### config.mk
export PLATFORM = sky130hd
export DESIGN_NAME = egbr_front_flat
export DESIGN_NICKNAME = d
export VERILOG_FILES = /design/src/hw/rtl/egbr_pkg.sv /design/src/hw/rtl/egbr_if.sv /design/src/hw/rtl/egbr_front.sv /design/src/flat_wrapper.sv
export SDC_FILE = /design/constraint.sdc
export NUM_CORES = 1
export LEC_CHECK = 0
export BUFFER_PORTS_ARGS = -buffer_cell sky130_fd_sc_hd__buf_2
export CAP_MARGIN = 25
export CORE_AREA = 2 2 39 41
export DETAILED_ROUTE_END_ITERATION = 8
export DIE_AREA = 0 0 41 43
export GPL_ROUTABILITY_DRIVEN = 0
export GPL_TIMING_DRIVEN = 0
export PLACE_DENSITY = 0.53
export SLEW_MARGIN = 20
export SYNTH_ARGS = -nofsm -noshare
export SYNTH_HDL_FRONTEND = slang
export SYNTH_SLANG_ARGS = --single-unit
### constraint.sdc
create_clock -name vclk -period 0.8
set_input_delay 0.04 -clock vclk [all_inputs]
set_output_delay 0.04 -clock vclk [all_outputs]
set_load 0.01 [all_outputs]
### src/hw/rtl/egbr_pkg.sv
`default_nettype none

package egbr_pkg;

	// Function codes on the request channel
	localparam logic [2:0] FUNC_RESTART = 3'd0;
	localparam logic [2:0] FUNC_LOAD    = 3'd1;
	localparam logic [2:0] FUNC_FIXED   = 3'd2;
	localparam logic [2:0] FUNC_UE      = 3'd3;
	localparam logic [2:0] FUNC_SE      = 3'd4;

	// Datapath geometry
	localparam int BYTE_BITS  = 8;
	localparam int WIN_BITS   = 64;
	localparam int BANKS      = WIN_BITS / BYTE_BITS;
	localparam int BANK_BITS  = $clog2(BANKS);
	localparam int FIELD_BITS = 32;
	localparam int CNT_BITS   = 6;
	localparam int AVW        = $clog2(WIN_BITS + 1);
	localparam int VAL_BITS   = 33;

	// Command queue between front and back
	localparam int QUEUE_DEPTH = 2;
	localparam int QPW         = $clog2(QUEUE_DEPTH);

	typedef enum logic [2:0] {
		OP_RESTART,
		OP_LOAD,
		OP_FIXED,
		OP_UE,
		OP_SE
	} op_t;

	typedef struct packed {
		op_t                   op;
		logic [BYTE_BITS-1:0]  data_byte;
		logic [CNT_BITS-1:0]   bit_count;
	} cmd_t;

	typedef struct packed {
		logic valid;
		cmd_t cmd;
	} q_head_t;

endpackage

`default_nettype wire

### src/hw/rtl/egbr_if.sv
`default_nettype none

interface egbr_req_if;
	logic       valid;
	logic       ready;
	logic [2:0] func;
	logic [7:0] data_byte;
	logic [5:0] bit_count;

	modport source (output valid, func, data_byte, bit_count, input ready);
	modport sink (input valid, func, data_byte, bit_count, output ready);
endinterface


`default_nettype wire

### src/hw/rtl/egbr_front.sv
`default_nettype none

module egbr_front import egbr_pkg::*; (
	egbr_req_if.sink req,
	input  logic     full,
	output logic     push,
	output cmd_t     push_cmd
);

	logic known;
	op_t  op;

	// Decode the function code; unknown codes are taken and dropped
	always_comb begin
		known = 1'b1;
		op    = OP_RESTART;
		unique case (req.func)
			FUNC_RESTART: op = OP_RESTART;
			FUNC_LOAD:    op = OP_LOAD;
			FUNC_FIXED:   op = OP_FIXED;
			FUNC_UE:      op = OP_UE;
			FUNC_SE:      op = OP_SE;
			default:      known = 1'b0;
		endcase
	end

	// Accept whenever the queue has room
	assign req.ready = !full;
	assign push      = req.valid && !full && known;

	// Clamp the field width to the widest fixed read
	always_comb begin
		push_cmd.op        = op;
		push_cmd.data_byte = req.data_byte;
		push_cmd.bit_count = (req.bit_count > CNT_BITS'(FIELD_BITS)) ?
			CNT_BITS'(FIELD_BITS) : req.bit_count;
	end

endmodule

`default_nettype wire

### src/flat_wrapper.sv
// flat-port wrapper written by rule: the top's interface ports become plain ports
module egbr_front_flat import egbr_pkg::*;
  (full, push, push_cmd, req_valid, req_func, req_data_byte, req_bit_count, req_ready);
  egbr_req_if req_i ();
  input  logic full;
  output logic push;
  output cmd_t push_cmd;
  input wire logic [$bits(req_i.valid)-1:0] req_valid;
  input wire logic [$bits(req_i.func)-1:0] req_func;
  input wire logic [$bits(req_i.data_byte)-1:0] req_data_byte;
  input wire logic [$bits(req_i.bit_count)-1:0] req_bit_count;
  output wire logic [$bits(req_i.ready)-1:0] req_ready;
  assign req_i.valid = req_valid;
  assign req_i.func = req_func;
  assign req_i.data_byte = req_data_byte;
  assign req_i.bit_count = req_bit_count;
  assign req_ready = req_i.ready;
  egbr_front u_core (.req(req_i), .full(full), .push(push), .push_cmd(push_cmd));
endmodule
==> results.json <==
{
  "status": "finished clean",
  "drc": 0,
  "slowest_stage": "and3_1",
  "cts_setup_buffers": 0,
  "cp_common_cell": "buf_2",
  "floorplan.initialDensity_pct": 9.67,
  "worstPathRequired_ns": 0.76,
  "finalHoldViolCount": 0,
  "clock_buffers": 0,
  "antenna_found_initial": 0,
  "cp_max_fo": 3,
  "crit_end": "push",
  "rows": 14,
  "grt_pass1_vias": 159,
  "antenna_cells": 0,
  "nets": 71,
  "period_share_pct": 71.8,
  "drt_wl_total_um": 411,
  "port_buffers": 30,
  "synth_area_um2": 134,
  "io_pins": 38,
  "final_common_cell": "buf_2",
  "cts_resized": 0,
  "fin_cells": 66,
  "slew_headroom_pct": 88.8,
  "critical_path.startpoint": "req_func[0]",
  "max_freq_ghz": 1.74,
  "cp-end-kind": "output port",
  "leakage_uw": 0.000200,
  "drt_iter0_markers": 0,
  "hold_slack_ns": 0.263,
  "yosysUniqueCellTypes": 9,
  "setup_viol": 0,
  "ys_seq_area_share_pct": 0,
  "cp_top_family": "buffers and inverters",
  "syn_nets": 39,
  "final_cell_mix": "buf_2, buf_4, nor2b_1",
  "firstDrtPassIters": 1,
  "tightest_slew_ns": 0.167,
  "peakVddDrop_mv": 0.0990,
  "grt_first_pass_wirelength_um": 545,
  "whs_path_depth": 2,
  "maxCapViolations": 0,
  "area_growth_pct": 127,
  "seq_cells": 0,
  "worstPathArrival_ns": 0.53,
  "max_stage_delay_ns": 0.15,
  "hpwl_um": 390,
  "hold_class": "in2out",
  "viasPerCell": 3.52,
  "crit_chain": "buf_2 -> o21ai_1 -> and3_1 -> buf_2",
  "power.density_nw_per_um2": 503,
  "fin_crit_ns": 0.575,
  "routedWlPerCell_um": 6.23,
  "critPathBufInv": 2,
  "ant_nets": 0,
  "final_max_slew_viol_count": 0,
  "dp_cells": 66,
  "avgSynthCellArea_um2": 6.69,
  "startpoint_type": "input pin",
  "fin_setup_tns_ns": 0,
  "track_usage_pct": 4.00,
  "drive_above_1_share_pct": 78.0,
  "crit_type": "in2out",
  "num_vias": 232,
  "die_width_um": 41,
  "rsz0062_at_grt": "no",
  "core_area_um2": 1380,
  "total_power_uw": 153,
  "cts_hold_buf": 0,
  "grt_max_degree": 7,
  "dieArea_um2": 1760,
  "cp.depth": 4,
  "chipHeight_um": 43,
  "utilization_pct": 22.0,
  "yosysWarnings": 0,
  "seq_area_um2": 0,
  "synthCells": 20,
  "grt_overflow": 0
}
[area by class of cell]
type	count	area [um2]
inverter	1	3.75
fill	152	1080
buffer	9	63.8
timing repair buffer	30	150
multi-input combinational	10	66.3
tap	16	20.0
[per-stage QoR]
step	setup WS, ns	cell area (um2)
after floorplan	0.399	134
after global placement	0.220	304
after detailed placement	0.220	304
after CTS	0.219	304
after global routing	0.155	304
final	0.225	304
[power by group]
group	switching, uW	internal [uW]	total, uW	leakage, uW
registers	0	0	0	0
logic	63.0	90.0	153	0.000200
clock network	0	0	0	0
total	63.0	90.0	153	0.000200
[synthesized netlist by cell type]
library cell / number / area (um2)
and2b_1: 1 / 7.51
and2b_2: 1 / 8.76
and3_1: 1 / 6.26
buf_4: 8 / 60.1
clkbuf_1: 1 / 3.75
inv_1: 1 / 3.75
nor2b_1: 5 / 31.3
nor3b_1: 1 / 7.51
o21ai_1: 1 / 5.00
[cell families (layout without fill, tap and decap cells)]
logic type | Yosys count | count (layout) | synth area share, %
AO/OA/AOI/OAI | 1 | 1 | 3.73
buffers and inverters | 10 | 40 | 50.5
AND/OR/NAND/NOR | 9 | 9 | 45.8
[routing by layer]
| layer | part of all wire [%] | GRT usage [%] |
|---|---|---|
| met5 | 0 | 0 |
| met4 | 0 | 0 |
| met3 | 25 | 1.05 |
| met2 | 50 | 9.06 |
| met1 | 25 | 2.85 |
[how the worst min path moves through the flow]
| stage | from | endpoint | slack (ns) |
|---|---|---|---|
| finish | req_data_byte[2] | push_cmd[8] | 0.26 |
| global route | req_data_byte[2] | push_cmd[8] | 0.27 |
| CTS | req_data_byte[4] | push_cmd[10] | 0.26 |
| detailed placement | req_data_byte[4] | push_cmd[10] | 0.26 |
| global placement | req_data_byte[2] | push_cmd[8] | 0.26 |
| floorplan | req_bit_count[5] | push_cmd[0] | 0.13 |
(Power assumes the default switching activity.)
