<file path="src/hw/rtl/egbr_pkg.sv">
`default_nettype none

package egbr_pkg;

	// Function codes on the request channel
	localparam logic [2:0] FUNC_RESTART = 3'd0;
	localparam logic [2:0] FUNC_LOAD    = 3'd1;
	localparam logic [2:0] FUNC_FIXED   = 3'd2;
	localparam logic [2:0] FUNC_UE      = 3'd3;
	localparam logic [2:0] FUNC_SE      = 3'd4;

	// Datapath geometry
	localparam int BYTE_BITS  = 8;
	localparam int WIN_BITS   = 64;
	localparam int BANKS      = WIN_BITS / BYTE_BITS;
	localparam int BANK_BITS  = $clog2(BANKS);
	localparam int FIELD_BITS = 32;
	localparam int CNT_BITS   = 6;
	localparam int AVW        = $clog2(WIN_BITS + 1);
	localparam int VAL_BITS   = 33;

	// Command queue between front and back
	localparam int QUEUE_DEPTH = 2;
	localparam int QPW         = $clog2(QUEUE_DEPTH);

	typedef enum logic [2:0] {
		OP_RESTART,
		OP_LOAD,
		OP_FIXED,
		OP_UE,
		OP_SE
	} op_t;

	typedef struct packed {
		op_t                   op;
		logic [BYTE_BITS-1:0]  data_byte;
		logic [CNT_BITS-1:0]   bit_count;
	} cmd_t;

	typedef struct packed {
		logic valid;
		cmd_t cmd;
	} q_head_t;

endpackage

`default_nettype wire

</file>
<file path="src/hw/rtl/egbr_queue.sv">
`default_nettype none

module egbr_queue import egbr_pkg::*; (
	input  logic    clk,
	input  logic    arst_n,
	input  logic    push,
	input  cmd_t    push_cmd,
	output logic    full,
	input  logic    pop,
	output q_head_t head
);

	cmd_t                         entry_q [QUEUE_DEPTH];
	logic [QPW-1:0]               wr_ptr_q;
	logic [QPW-1:0]               rd_ptr_q;
	logic [$clog2(QUEUE_DEPTH+1)-1:0] count_q;

	assign full       = (count_q == ($clog2(QUEUE_DEPTH+1))'(QUEUE_DEPTH));
	assign head.valid = (count_q != '0);
	assign head.cmd   = entry_q[rd_ptr_q];

	// Advance pointers and occupancy
	always_ff @(posedge clk or negedge arst_n) begin
		if (!arst_n) begin
			wr_ptr_q <= '0;
			rd_ptr_q <= '0;
			count_q  <= '0;
		end else begin
			if (push) wr_ptr_q <= wr_ptr_q + 1'b1;
			if (pop) rd_ptr_q <= rd_ptr_q + 1'b1;
			if (push && !pop) count_q <= count_q + 1'b1;
			else if (!push && pop) count_q <= count_q - 1'b1;
		end
	end

	// Store the pushed item
	always_ff @(posedge clk) begin
		if (push) entry_q[wr_ptr_q] <= push_cmd;
	end

endmodule

`default_nettype wire

</file>
<file path="config.mk">
export PLATFORM = sky130hd
export DESIGN_NAME = egbr_queue
export DESIGN_NICKNAME = d
export VERILOG_FILES = /design/src/hw/rtl/egbr_pkg.sv /design/src/hw/rtl/egbr_queue.sv
export SDC_FILE = /design/constraint.sdc
export NUM_CORES = 1
export LEC_CHECK = 0
export BUFFER_PORTS_ARGS = -buffer_cell sky130_fd_sc_hd__buf_2
export CORE_MARGIN = 2
export CORE_UTILIZATION = 25
export CTS_CLUSTER_SIZE = 10
export DETAILED_ROUTE_END_ITERATION = 12
export SLEW_MARGIN = 20
export SYNTH_ARGS = -nofsm -noshare
export SYNTH_HDL_FRONTEND = slang
export SYNTH_SLANG_ARGS = --single-unit
</file>
<file path="constraint.sdc">
create_clock -name clk -period 4.6 [get_ports clk]
set_clock_uncertainty 0.1 [all_clocks]
set_input_delay 0.69 -clock clk [delete_from_list [all_inputs] [get_ports clk]]
set_output_delay 0.69 -clock clk [all_outputs]
set_load 0.01 [all_outputs]
</file>
==> key figures <==
Run status
  • Status: completed

Global routing
  • Largest net degree at the start of global routing: 19
  • First-pass GRT wire length: 3600 um
  • Number of global-route vias before repair: 799
  • GRT overflow: 0
  • Global Route Usage Sum: 7.86%
  • Initial antenna violation count: 0

Die
  • Die width: 80.6 um
  • Ports: 40
  • Die footprint: 0.00649 sq mm
  • Core area: 0.00557 sq mm
  • Standard-cell row count: 27
  • Chip Height: 80.6 um
  • Initial core utilization: 26.3%

Place
  • Gpl congestion: 0.736
  • Port Buffers: 39
  • Dpl hpwl: 1640 um

Critical path
  • Slowest cell on crit path: dfrtp_1
  • Worst-path maximum fanout: 18
  • CP startpoint kind: flop
  • Crit-path cells: mux2_2 > buf_2
  • Worst Path Buf+Inv: 1
  • CP required: 3.81 ns
  • Data arrival, critical path: 1.79 ns
  • Crit path max-delay family: flip-flops
  • CP max stage delay: 0.95 ns
  • CP Capture Type: output pin
  • Kind of critical path: flop to output pin

Yosys
  • Syn nets: 91
  • Avg Synthesized Cell Area: 21.3 sq um
  • Cell area after synthesis: 0.00147 sq mm
  • Yosys top cell by area: edfxtp_1
  • Unique masters post-synth: 14
  • Post-synth top area share: 69.6%
  • Synth Instances: 69
  • Ys Warns: 0
  • Register area share after synthesis: 76.5%
  • Number of synthesized register bits: 38
  • Area contributors post-synth: edfxtp_1, mux2_4, dfrtp_1, mux2_2, xor2_1

Finish
  • Net count, final: 135
  • FILL cells: 549
  • Layout area overhead: 23.7%
  • Fin util: 32.5%
  • Antenna cells: 0
  • Fraction of layout cells with a size suffix above 1: 57.0%

Clock network
  • Gates resized, CTS repair: 0
  • CTS sink cnt: 38
  • H-tree Lvls: 2
  • Clock root buffer: clkbuf_8
  • Cts hold-fix bufs: 0
  • Clock latency on the worst-skew pair: 0.28 ns
  • Clk pin slew, worst setup/hold paths: 0.07 ns
  • Clk buf depth: 2
  • CTS tree: built
  • CTS buffer count: 5
  • Setup repair bufs after CTS: 0

Drt
  • # DRC: 0
  • Vias/cell: 3.92
  • Total Wirelength: 2310 um
  • Routed vias: 729
  • Drt wl/cell: 12.4 um
  • 1st-iter DRT viols: 21
  • Drt pass-1 iters: 3
  • Final ANT Viol Nets: 0

STA
  • Slew @ Worst Pin: 0.917 ns
  • Final Hold Fails: 0
  • RSZ-0062 raised after global routing: false
  • Period utilization: 56.1%
  • Slew Viols, Final: 0
  • Max Fclk: 388 MHz
  • Slew HR: 38.9%
  • Final setup fails: 0
  • Final min period: 2.58 ns
  • Setup tns final: 0 ns

Power and ir drop
  • Combinational group share of total power: 27.7%
  • Clock share of power: 21.4%
  • Switching power: 289 uW
  • Leak: 0.719 nW
  • Max IR drop VDD: 0.165 mV
  • Int Pwr: 748 uW
  • Seq pwr share: 50.9%
  • Switching share of power: 27.9%
  • Pwr/cell area: 571 mW/mm^2

Job
  • Max-cap violation count: 0

Min path
  • Type of the worst min-delay path: primary input to async pin
==> per-stage QoR <==
stage | cells | area, sq um | power [mW] | setup slack (ns) | hold slack [ns]
finish | 186 | 1810 | 1.04 | 2.02 | 0.100
detailed placement | 178 | 1720 | 0.833 | 2.28 | 0.384
CTS | 186 | 1810 | 1.06 | 1.97 | 0.0925
floorplan | 69 | 1470 | 0.741 | 2.61 | 0.294
global route | 186 | 1810 | 1.10 | 1.93 | 0.0871
global placement | 178 | 1720 | 0.821 | 2.31 | 0.365
==> sequential cells by signal, indices dropped and copies added (netlist names) <==
register  cells
count_q       2
wr_ptr_q      1
entry_q      34
rd_ptr_q      1
==> path summary, 6_finish.rpt <==
check	from	end	slack, ns	depth (start not counted)
setup / recovery	rd_ptr_q$_DFFE_PN0P_	head[16]	2.02	2
hold / removal	arst_n	wr_ptr_q$_DFFE_PN0P_	0.10	1
setup reg to reg	wr_ptr_q$_DFFE_PN0P_	entry_q[0][5]$_DFFE_PP_	3.00	1
hold reg to reg	count_q[1]$_DFFE_PN0P_	count_q[1]$_DFFE_PN0P_	0.39	1
max in group asynchronous	arst_n	count_q[0]$_DFFE_PN0P_	4.18	1
min in group clk	count_q[1]$_DFFE_PN0P_	count_q[1]$_DFFE_PN0P_	0.39	1
==> cell usage after synthesis <==
master and number:
buf_12 1, nor2_1 1, xor2_1 4, mux2_4 9, xnor2_1 1, edfxtp_1 34, nor2b_1 2, and2_1 1
inv_1 1, dfrtp_1 4, mux2_2 8, or2_2 1, buf_6 1, ha_1 1
==> layout by cell type (no fill, tap or decap) <==
cell type  synthesis  routed
buf_2              0      39
nor2_1             1       1
mux2_4             9       9
and2_1             1       1
xor2_1             4       4
or2_2              1       1
clkbuf_1           0       1
ha_1               1       1
inv_1              1       1
nor2b_1            2       1
edfxtp_1          34      34
xnor2_1            1       1
clkbuf_8           0       6
dfrtp_1            4       4
nor2b_2            0       1
mux2_2             8       8
clkinv_2           0       1
==> cell families (layout without fill, tap and decap cells) <==
| family | Yosys count | after routing | share of synthesized area [%] |
|---|---|---|---|
| xor+xnor | 5 | 5 | 2.99 |
| fa+ha+maj | 1 | 1 | 0.853 |
| buf+inv | 3 | 48 | 2.39 |
| flops | 38 | 38 | 76.5 |
| mux | 17 | 17 | 15.4 |
| simple gates | 5 | 5 | 1.96 |
==> metal layers <==
metal | wire length [um] | track usage (%)
met1 | 860 | 7.02
met2 | 1170 | 13.6
met3 | 212 | 3.93
met4 | 69 | 5.59
met5 | 0 | 0
==> power by group through the flow <==
| stage | logic (mW) | clock network, mW | registers, mW |
|---|---|---|---|
| after detailed placement | 0.295 | 0 | 0.538 |
| after CTS | 0.295 | 0.232 | 0.530 |
| after floorplan | 0.250 | 0 | 0.491 |
| final | 0.287 | 0.222 | 0.527 |
| after global placement | 0.290 | 0 | 0.531 |
| after global routing | 0.315 | 0.245 | 0.538 |
==> area by class of cell <==
type                            instances  area [sq um]  share of cell area (%)
Sequential cell                        38          1120                    61.8
Multi-Input combinational cell         28           313                    17.2
Timing Repair Buffer                   39           195                    10.8
Tap cell                               72          90.1                    4.97
Clock buffer                            7          86.3                    4.76
Clock inverter                          1          5.00                   0.276
Inverter                                1          3.75                   0.207
(Power assumes the default switching activity.)
