`src/hw/rtl/egbr_pkg.sv`:
```
`default_nettype none

package egbr_pkg;

	// Function codes on the request channel
	localparam logic [2:0] FUNC_RESTART = 3'd0;
	localparam logic [2:0] FUNC_LOAD    = 3'd1;
	localparam logic [2:0] FUNC_FIXED   = 3'd2;
	localparam logic [2:0] FUNC_UE      = 3'd3;
	localparam logic [2:0] FUNC_SE      = 3'd4;

	// Datapath geometry
	localparam int BYTE_BITS  = 8;
	localparam int WIN_BITS   = 64;
	localparam int BANKS      = WIN_BITS / BYTE_BITS;
	localparam int BANK_BITS  = $clog2(BANKS);
	localparam int FIELD_BITS = 32;
	localparam int CNT_BITS   = 6;
	localparam int AVW        = $clog2(WIN_BITS + 1);
	localparam int VAL_BITS   = 33;

	// Command queue between front and back
	localparam int QUEUE_DEPTH = 2;
	localparam int QPW         = $clog2(QUEUE_DEPTH);

	typedef enum logic [2:0] {
		OP_RESTART,
		OP_LOAD,
		OP_FIXED,
		OP_UE,
		OP_SE
	} op_t;

	typedef struct packed {
		op_t                   op;
		logic [BYTE_BITS-1:0]  data_byte;
		logic [CNT_BITS-1:0]   bit_count;
	} cmd_t;

	typedef struct packed {
		logic valid;
		cmd_t cmd;
	} q_head_t;

endpackage

`default_nettype wire

```
`src/hw/rtl/egbr_if.sv`:
```
`default_nettype none


interface egbr_rsp_if;
	logic               valid;
	logic               ready;
	logic signed [32:0] value;
	logic               at_end;
	logic               too_long;

	modport source (output valid, value, at_end, too_long, input ready);
	modport sink (input valid, value, at_end, too_long, output ready);
endinterface

`default_nettype wire

```
`src/hw/rtl/egbr_back.sv`:
```
`default_nettype none

module egbr_back import egbr_pkg::*; #(
	parameter int BUF_BYTES  = 4096,
	parameter int MAX_PREFIX = 31
) (
	input  logic                             clk,
	input  logic                             arst_n,
	input  q_head_t                          head,
	output logic                             pop,
	output logic                             wr_en,
	output logic [$clog2(BUF_BYTES+1)-1:0]   wr_idx,
	output logic [BYTE_BITS-1:0]             wr_data,
	output logic                             rd_en,
	output logic [$clog2(BUF_BYTES+1)-1:0]   rd_base,
	input  logic [WIN_BITS-1:0]              win,
	egbr_rsp_if.source                       rsp
);

	localparam int TW = $clog2(BUF_BYTES + 1);
	localparam int PW = TW + 3;
	localparam int EW = PW + 1;
	localparam int W  = MAX_PREFIX + 1;
	localparam int ZW = $clog2(W);

	typedef enum logic [3:0] {
		ST_IDLE = 4'b0001,
		ST_FIX  = 4'b0010,
		ST_PFX  = 4'b0100,
		ST_SFX  = 4'b1000
	} state_t;

	state_t                state_q;
	logic [TW-1:0]         total_q;
	logic [PW-1:0]         pos_q;
	logic [CNT_BITS-1:0]   n_q;
	logic [ZW-1:0]         z_q;
	logic                  is_se_q;
	logic                  out_valid_q;
	logic [VAL_BITS-1:0]   value_q;
	logic                  at_end_q;
	logic                  too_long_q;

	logic [PW-1:0]          t_bits;
	logic                   past;
	logic [PW-1:0]          diff;
	logic [AVW-1:0]         avail;
	logic [WIN_BITS-1:0]    mask;
	logic [WIN_BITS-1:0]    aligned;
	logic [FIELD_BITS-1:0]  top;
	logic [W-1:0]           pre;
	logic                   out_free;
	logic                   room;
	logic                   emit;

	logic [FIELD_BITS-1:0]  fix_val;
	logic [EW-1:0]          fix_sum;
	logic                   fix_end;
	logic [PW-1:0]          fix_pos;

	logic                   one_found;
	logic [ZW-1:0]          zc;
	logic [AVW-1:0]         z1;
	logic                   hit_end;
	logic                   need_sfx;
	logic [EW-1:0]          pfx_next;
	logic [PW-1:0]          sfx_base;
	logic [PW-1:0]          pfx_pos;
	logic                   pfx_long;

	logic [FIELD_BITS-1:0]  suf;
	logic [VAL_BITS-1:0]    k;
	logic [VAL_BITS-1:0]    se_val;
	logic [EW-1:0]          sfx_sum;
	logic                   sfx_end;
	logic [PW-1:0]          sfx_pos;

	logic [VAL_BITS-1:0]    res_value;
	logic                   res_at_end;
	logic                   res_long;

	// Bits left in the buffer, clamped to the window
	assign t_bits = {total_q, 3'b000};
	assign past   = (pos_q >= t_bits);
	assign diff   = t_bits - pos_q;
	assign avail  = past ? '0 :
		((diff >= PW'(WIN_BITS)) ? AVW'(WIN_BITS) : AVW'(diff));

	// Align the window to the read position and zero bits past the end
	assign mask    = ~({WIN_BITS{1'b1}} >> avail);
	assign aligned = (win << pos_q[2:0]) & mask;
	assign top     = aligned[WIN_BITS-1 -: FIELD_BITS];
	assign pre     = aligned[WIN_BITS-1 -: W];

	// Fixed-width field
	assign fix_val = top >> (CNT_BITS'(FIELD_BITS) - n_q);
	assign fix_sum = EW'(pos_q) + EW'(n_q);
	assign fix_end = (fix_sum >= EW'(t_bits));
	assign fix_pos = fix_end ? t_bits : PW'(fix_sum);

	// Count leading zeros of the code prefix
	always_comb begin
		zc = '0;
		for (int i = 0; i < W; i++) begin
			if (pre[i]) zc = ZW'(W - 1 - i);
		end
	end

	assign one_found = |pre;
	assign z1        = AVW'(zc) + AVW'(1);
	assign hit_end   = one_found ? (z1 >= avail) : (avail <= AVW'(W));
	assign need_sfx  = one_found && !hit_end && (zc != '0);
	assign pfx_next  = EW'(pos_q) + EW'(zc) + EW'(1);
	assign sfx_base  = PW'(pfx_next);
	assign pfx_long  = !one_found && !hit_end;
	assign pfx_pos   = hit_end ? t_bits :
		(one_found ? (pos_q + PW'(1)) : (pos_q + PW'(W)));

	// Code suffix and signed mapping
	assign suf     = top >> (CNT_BITS'(FIELD_BITS) - CNT_BITS'(z_q));
	assign k       = (VAL_BITS'(1) << z_q) - VAL_BITS'(1) + VAL_BITS'(suf);
	assign se_val  = k[0] ? ((k + VAL_BITS'(1)) >> 1) : (VAL_BITS'(0) - (k >> 1));
	assign sfx_sum = EW'(pos_q) + EW'(z_q);
	assign sfx_end = (sfx_sum >= EW'(t_bits));
	assign sfx_pos = sfx_end ? t_bits : PW'(sfx_sum);

	// Handshake with the queue, the store and the output register
	assign out_free = !out_valid_q || rsp.ready;
	assign room     = (total_q < TW'(BUF_BYTES));
	assign pop      = (state_q == ST_IDLE) && head.valid;
	assign wr_en    = pop && (head.cmd.op == OP_LOAD) && room;
	assign wr_idx   = total_q;
	assign wr_data  = head.cmd.data_byte;
	assign rd_en    = (pop && (head.cmd.op inside {OP_FIXED, OP_UE, OP_SE})) ||
		((state_q == ST_PFX) && need_sfx);
	assign rd_base  = (state_q == ST_IDLE) ? pos_q[PW-1:3] : sfx_base[PW-1:3];
	assign emit     = out_free && ((state_q == ST_FIX) || (state_q == ST_SFX) ||
		((state_q == ST_PFX) && !need_sfx));

	// Select the result of the finishing step
	always_comb begin
		res_value  = '0;
		res_at_end = 1'b0;
		res_long   = 1'b0;
		unique case (state_q)
			ST_FIX: begin
				res_value  = VAL_BITS'(fix_val);
				res_at_end = fix_end;
			end
			ST_PFX: begin
				res_at_end = hit_end;
				res_long   = pfx_long;
			end
			ST_SFX: begin
				res_value  = is_se_q ? se_val : k;
				res_at_end = sfx_end;
			end
			default: ;
		endcase
	end

	// Sequence the commands and track buffer fill and read position
	always_ff @(posedge clk or negedge arst_n) begin
		if (!arst_n) begin
			state_q     <= ST_IDLE;
			total_q     <= '0;
			pos_q       <= '0;
			out_valid_q <= 1'b0;
		end else begin
			if (out_valid_q && rsp.ready) out_valid_q <= 1'b0;
			if (emit) out_valid_q <= 1'b1;
			unique case (state_q)
				ST_IDLE: begin
					if (head.valid) begin
						unique case (head.cmd.op) inside
							OP_RESTART: begin
								total_q <= '0;
								pos_q   <= '0;
							end
							OP_LOAD: begin
								if (room) total_q <= total_q + TW'(1);
							end
							OP_FIXED: state_q <= ST_FIX;
							OP_UE, OP_SE: state_q <= ST_PFX;
							default: ;
						endcase
					end
				end
				ST_FIX: begin
					if (out_free) begin
						pos_q   <= fix_pos;
						state_q <= ST_IDLE;
					end
				end
				ST_PFX: begin
					if (need_sfx) begin
						pos_q   <= sfx_base;
						state_q <= ST_SFX;
					end else if (out_free) begin
						pos_q   <= pfx_pos;
						state_q <= ST_IDLE;
					end
				end
				ST_SFX: begin
					if (out_free) begin
						pos_q   <= sfx_pos;
						state_q <= ST_IDLE;
					end
				end
				default: state_q <= ST_IDLE;
			endcase
		end
	end

	// Hold item operands and the result
	always_ff @(posedge clk) begin
		if (pop) begin
			n_q     <= head.cmd.bit_count;
			is_se_q <= (head.cmd.op == OP_SE);
		end
		if (state_q == ST_PFX) z_q <= zc;
		if (emit) begin
			value_q    <= res_value;
			at_end_q   <= res_at_end;
			too_long_q <= res_long;
		end
	end

	assign rsp.valid    = out_valid_q;
	assign rsp.value    = $signed(value_q);
	assign rsp.at_end   = at_end_q;
	assign rsp.too_long = too_long_q;

endmodule

`default_nettype wire

```
`src/flat_wrapper.sv`:
```
// flat-port wrapper written by rule: the top's interface ports become plain ports
module egbr_back_flat import egbr_pkg::*;
#(
	parameter int BUF_BYTES  = 4096,
	parameter int MAX_PREFIX = 31
)
  (clk, arst_n, head, pop, wr_en, wr_idx, wr_data, rd_en, rd_base, win, rsp_valid, rsp_value, rsp_at_end, rsp_too_long, rsp_ready);
  egbr_rsp_if rsp_i ();
  input  logic clk;
  input  logic arst_n;
  input  q_head_t head;
  output logic pop;
  output logic wr_en;
  output logic [$clog2(BUF_BYTES+1)-1:0] wr_idx;
  output logic [BYTE_BITS-1:0] wr_data;
  output logic rd_en;
  output logic [$clog2(BUF_BYTES+1)-1:0] rd_base;
  input  logic [WIN_BITS-1:0] win;
  output wire logic [$bits(rsp_i.valid)-1:0] rsp_valid;
  output wire logic [$bits(rsp_i.value)-1:0] rsp_value;
  output wire logic [$bits(rsp_i.at_end)-1:0] rsp_at_end;
  output wire logic [$bits(rsp_i.too_long)-1:0] rsp_too_long;
  input wire logic [$bits(rsp_i.ready)-1:0] rsp_ready;
  assign rsp_valid = rsp_i.valid;
  assign rsp_value = rsp_i.value;
  assign rsp_at_end = rsp_i.at_end;
  assign rsp_too_long = rsp_i.too_long;
  assign rsp_i.ready = rsp_ready;
  egbr_back #(.BUF_BYTES(BUF_BYTES), .MAX_PREFIX(MAX_PREFIX)) u_core (.clk(clk), .arst_n(arst_n), .head(head), .pop(pop), .wr_en(wr_en), .wr_idx(wr_idx), .wr_data(wr_data), .rd_en(rd_en), .rd_base(rd_base), .win(win), .rsp(rsp_i));
endmodule
```
`config.mk`:
```
export PLATFORM = sky130hd
export DESIGN_NAME = egbr_back_flat
export DESIGN_NICKNAME = d
export VERILOG_FILES = /design/src/hw/rtl/egbr_pkg.sv /design/src/hw/rtl/egbr_if.sv /design/src/hw/rtl/egbr_back.sv /design/src/flat_wrapper.sv
export SDC_FILE = /design/constraint.sdc
export NUM_CORES = 1
export LEC_CHECK = 0
export BUFFER_PORTS_ARGS = -buffer_cell sky130_fd_sc_hd__buf_2
export CAP_MARGIN = 20
export CORE_ASPECT_RATIO = 1.75
export CORE_MARGIN = 2
export CORE_UTILIZATION = 55
export DETAILED_ROUTE_END_ITERATION = 8
export PLACE_DENSITY = 0.83
export SYNTH_ARGS = -nofsm -noshare
export SYNTH_HDL_FRONTEND = slang
export SYNTH_SLANG_ARGS = --single-unit
```
`constraint.sdc`:
```
create_clock -name clk -period 9.3 [get_ports clk]
set_input_delay 1.86 -clock clk [delete_from_list [all_inputs] [get_ports clk]]
set_output_delay 1.86 -clock clk [all_outputs]
set_load 0.005 [all_outputs]
```
==> summary.txt <==
Drt
  • Vias: 18900
  • DRT met1 WL: 20.8 mm
  • # DRC: 1
  • Final wirelength: 64.7 mm
  • Max Used Layer: met4
  • Routed met2 length: 31.1 mm
  • Vias/cell: 6.62
  • Metal3 WL: 4.42 mm
  • Antenna violation net count after detailed routing: 0
  • Drt pass-1 iters: 8
  • Iteration-0 DRC Markers: 1842
  • Wirelength per Cell: 22.6 um

Floorplan
  • Die ar.: 32100 um^2
  • Core box area: 30100 um^2
  • Die Width: 136 um
  • IO Count: 158
  • Row cnt: 84
  • Die height: 235 um
  • Initial Util: 56.0%

Timing
  • Unrepaired setup endpoints after global routing: true
  • Final clock skew: 7.32 ps
  • Hold_ws: 608 ps
  • Final worst-path cycle share: 97.9%
  • Worst Max-Slew Pin Slew: 1080 ps
  • Max Fclk: 110 MHz
  • # setup viols final: 0
  • Slew Limit Fails: 0
  • Setup TNS Final: 0 ps
  • Slew margin rel.: 27.2%
  • Hold Fails Final Rpt: 0
  • Tmin final: 9100 ps

Clock tree
  • Inserted Clock Buffers: 9
  • CTS tree: yes
  • Number of H-tree levels: 3
  • Reg clk slew, reported paths: 70 ps
  • CTS Hold Bufs: 0
  • Clock latency on the worst-skew pair: 350 ps
  • Root buffer selected by CTS: clkbuf_16
  • Sink Count: 81
  • CTS max path bufs: 2

Finish
  • Fillers: 2780
  • Final net count: 2694
  • Area delta synth->final: 13.4%
  • Share of cells above drive strength 1: 17.7%
  • Sequential cell area: 2270 um^2
  • Area of the multi-input gates: 13600 um^2

Global routing
  • Global-route wire length before repair: 100 mm
  • Largest net degree at the start of global routing: 50
  • Vias in the first global route: 18600
  • Tot GR Track Use: 39.9%
  • Antenna violations before repair: 0
  • Remaining Overflow, GRT: 0

Synthesis
  • Mapped Cells: 2315
  • Synth cell types: 101
  • Most used DFF post-synth: edfxtp_1
  • Top cells by area, synth: ha_1, edfxtp_1, mux2i_1, nor2_1, xnor2_1
  • Leading area contributor after synthesis: ha_1
  • EDFF count, synth: 47
  • Most common cell in the netlist: nor2_1
  • Ys async rst share: 42.0%
  • Yosys warning count: 0
  • Synth top area share: 10.5%
  • Sequential share of the synthesized area: 13.5%
  • FF+latch count, synth: 81
  • Syn nets: 2545
  • Post-synth design cell area: 16800 um^2
  • Mean Syn Cell Area: 7.27 um^2
  • Commonest cells in the netlist: nor2_1, nand2_1, a21oi_1

Setup path
  • Reg2reg setup slack: 210 ps
  • Critical Path RT: 7440 ps
  • Worst path most repeated cell: buf_4
  • Maximum fanout along the worst path: 7
  • CP endpoint kind: output pin
  • Worst setup SP type: flop
  • Worst R2R Start: u_core.pos_q[4]
  • CP max-delay cell: dfrtp_2
  • CP max stage delay: 440 ps
  • Critical path arrival: 7240 ps
  • FF-to-FF End: u_core.rsp.value[31]
  • Crit Path Class: reg2out
  • Cells on worst reg2reg path: 35

Worst hold path
  • Hold wc startpoint: u_core.pos_q[15]
  • Hold worst-path end: u_core.pos_q[15]
  • Hold path depth: 2
  • Hold WC Path Type: reg2reg

Placement
  • DPL Wire Length: 51.2 mm
  • GP Congestion: 1.15
  • Buffers added on ports: 116

Pwr
  • Maximum VDD drop: 0.000249 V
  • Leak Pwr: 8.15 nW
  • Power per Cell Area: 316 nW/um^2

Run status
  • Failing checks: design-rule violations
  • Status: finished, violations left

Run
  • Number of max-cap violations: 0
==> worst max path at each step <==
stage	from	to	slack, ps	depth (start not counted)
6_report	u_core.pos_q[4]	rd_base[7]	200	31
5_1_grt	u_core.pos_q[4]	rd_base[7]	-170	32
4_1_cts	u_core.pos_q[8]	u_core.rsp.value[31]	10	36
3_5_place_dp	u_core.pos_q[4]	u_core.rsp.value[31]	40	35
3_3_place_gp	u_core.pos_q[8]	u_core.rsp.value[31]	160	36
2_1_floorplan	u_core.pos_q[0]	u_core.rsp.value[31]	70	40
==> power breakdown <==
group | switching (W) | internal, W | leakage (nW)
logic | 0.00323 | 0.00197 | 7.11
clock network | 0.000168 | 0.000241 | 0.160
registers | 0.0000215 | 0.000410 | 0.879
==> metrics by stage <==
stage          total power [W]  cell area, um^2  util, %  worst slack (ps)  cells
4_1_cts                0.00573            18900     62.8              13.6   2849
3_3_place_gp           0.00520            18500     61.6               157   2832
2_1_floorplan          0.00366            16900        -              70.2   2315
5_1_grt                0.00646            19100     63.5              -166   2856
3_5_place_dp           0.00529            18500     61.6              36.5   2832
6_report               0.00604            19100     63.5               196   2857
==> layer usage <==
metal / vias up / track usage [%]
met5: - / 0
met2: 968 / 67.5
met3: 417 / 7.95
met1: 8793 / 38.5
li1: 8736 / -
met4: 0 / 40.9
==> sequential cells by signal, indices dropped and copies added (netlist names) <==
register	count
u_core.pos_q	16
u_core.state_q	4
u_core.rsp.too_long	1
u_core.rsp.valid	1
u_core.n_q	6
u_core.rsp.at_end	1
u_core.z_q	5
u_core.rsp.value	33
u_core.wr_idx	13
u_core.is_se_q	1
==> cell usage in the layout, fill, tap and decap left out, types with 14 or more instances in the layout <==
| cell type | synthesis | routed |
|---|---|---|
| nor2b_1 | 25 | 25 |
| mux2_2 | 29 | 29 |
| a22oi_1 | 15 | 15 |
| o211ai_1 | 23 | 23 |
| inv_1 | 130 | 126 |
| and2_1 | 21 | 21 |
| a31oi_1 | 14 | 14 |
| nand2_1 | 243 | 242 |
| and3_1 | 14 | 14 |
| or2_2 | 14 | 14 |
| nand4_1 | 18 | 18 |
| o21ai_0 | 137 | 131 |
| o22ai_1 | 33 | 30 |
| nand3_1 | 54 | 54 |
| or3_1 | 16 | 15 |
| a22o_1 | 23 | 23 |
| edfxtp_1 | 47 | 47 |
| nor4_1 | 15 | 15 |
| nor3_1 | 52 | 52 |
| xnor2_1 | 110 | 105 |
| o21ai_1 | 18 | 23 |
| mux2i_1 | 116 | 116 |
| dfrtp_1 | 33 | 29 |
| o31ai_1 | 22 | 18 |
| xor2_1 | 36 | 35 |
| nand2b_1 | 21 | 21 |
| a21o_1 | 31 | 31 |
| ha_1 | 141 | 137 |
| buf_2 | 8 | 116 |
| a211oi_1 | 23 | 23 |
| a21oi_1 | 185 | 181 |
| o21a_1 | 45 | 44 |
| nor2_1 | 259 | 258 |
| mux4_2 | 16 | 16 |
| buf_4 | 9 | 165 |
==> what timing repair did <==
action,CTS,global route
cloned,0,1
buffers inserted,1,6
pin swaps,1,9
endpoints found under the setup margin,1,24
gates resized for setup,2,37
==> layout make-up <==
cell class                 instances  share of cell area [%]
sequential                        81                    11.9
clock inverter                     7                   0.564
tap                              387                    2.54
multi-input combinational       1953                    71.5
antenna                            1                  0.0131
clock buffer                       9                    1.18
timing repair buffer             281                    9.54
inverter                         138                    2.75
==> critical path: cells and delay by family (launching register included) <==
kind,cells,cell delay [ps]
buffers and inverters,5,860
and+or+nand+nor,10,1880
DFF,1,440
AOI/OAI and AO/OA,12,2530
xor gates and xnor gates,1,140
adders and majority gates,3,1030
==> cell families (layout without fill, tap and decap cells) <==
logic type,after synthesis,count (layout),synth area share (%)
simple gates,804,805,22.8
xor+xnor,146,146,7.60
fa+ha+maj,145,145,11.0
other cells,0,1,0
compound gates,696,696,27.6
buf+inv,282,435,6.64
flops,81,81,13.5
mux,161,161,11.0
(Power assumes the default switching activity.)
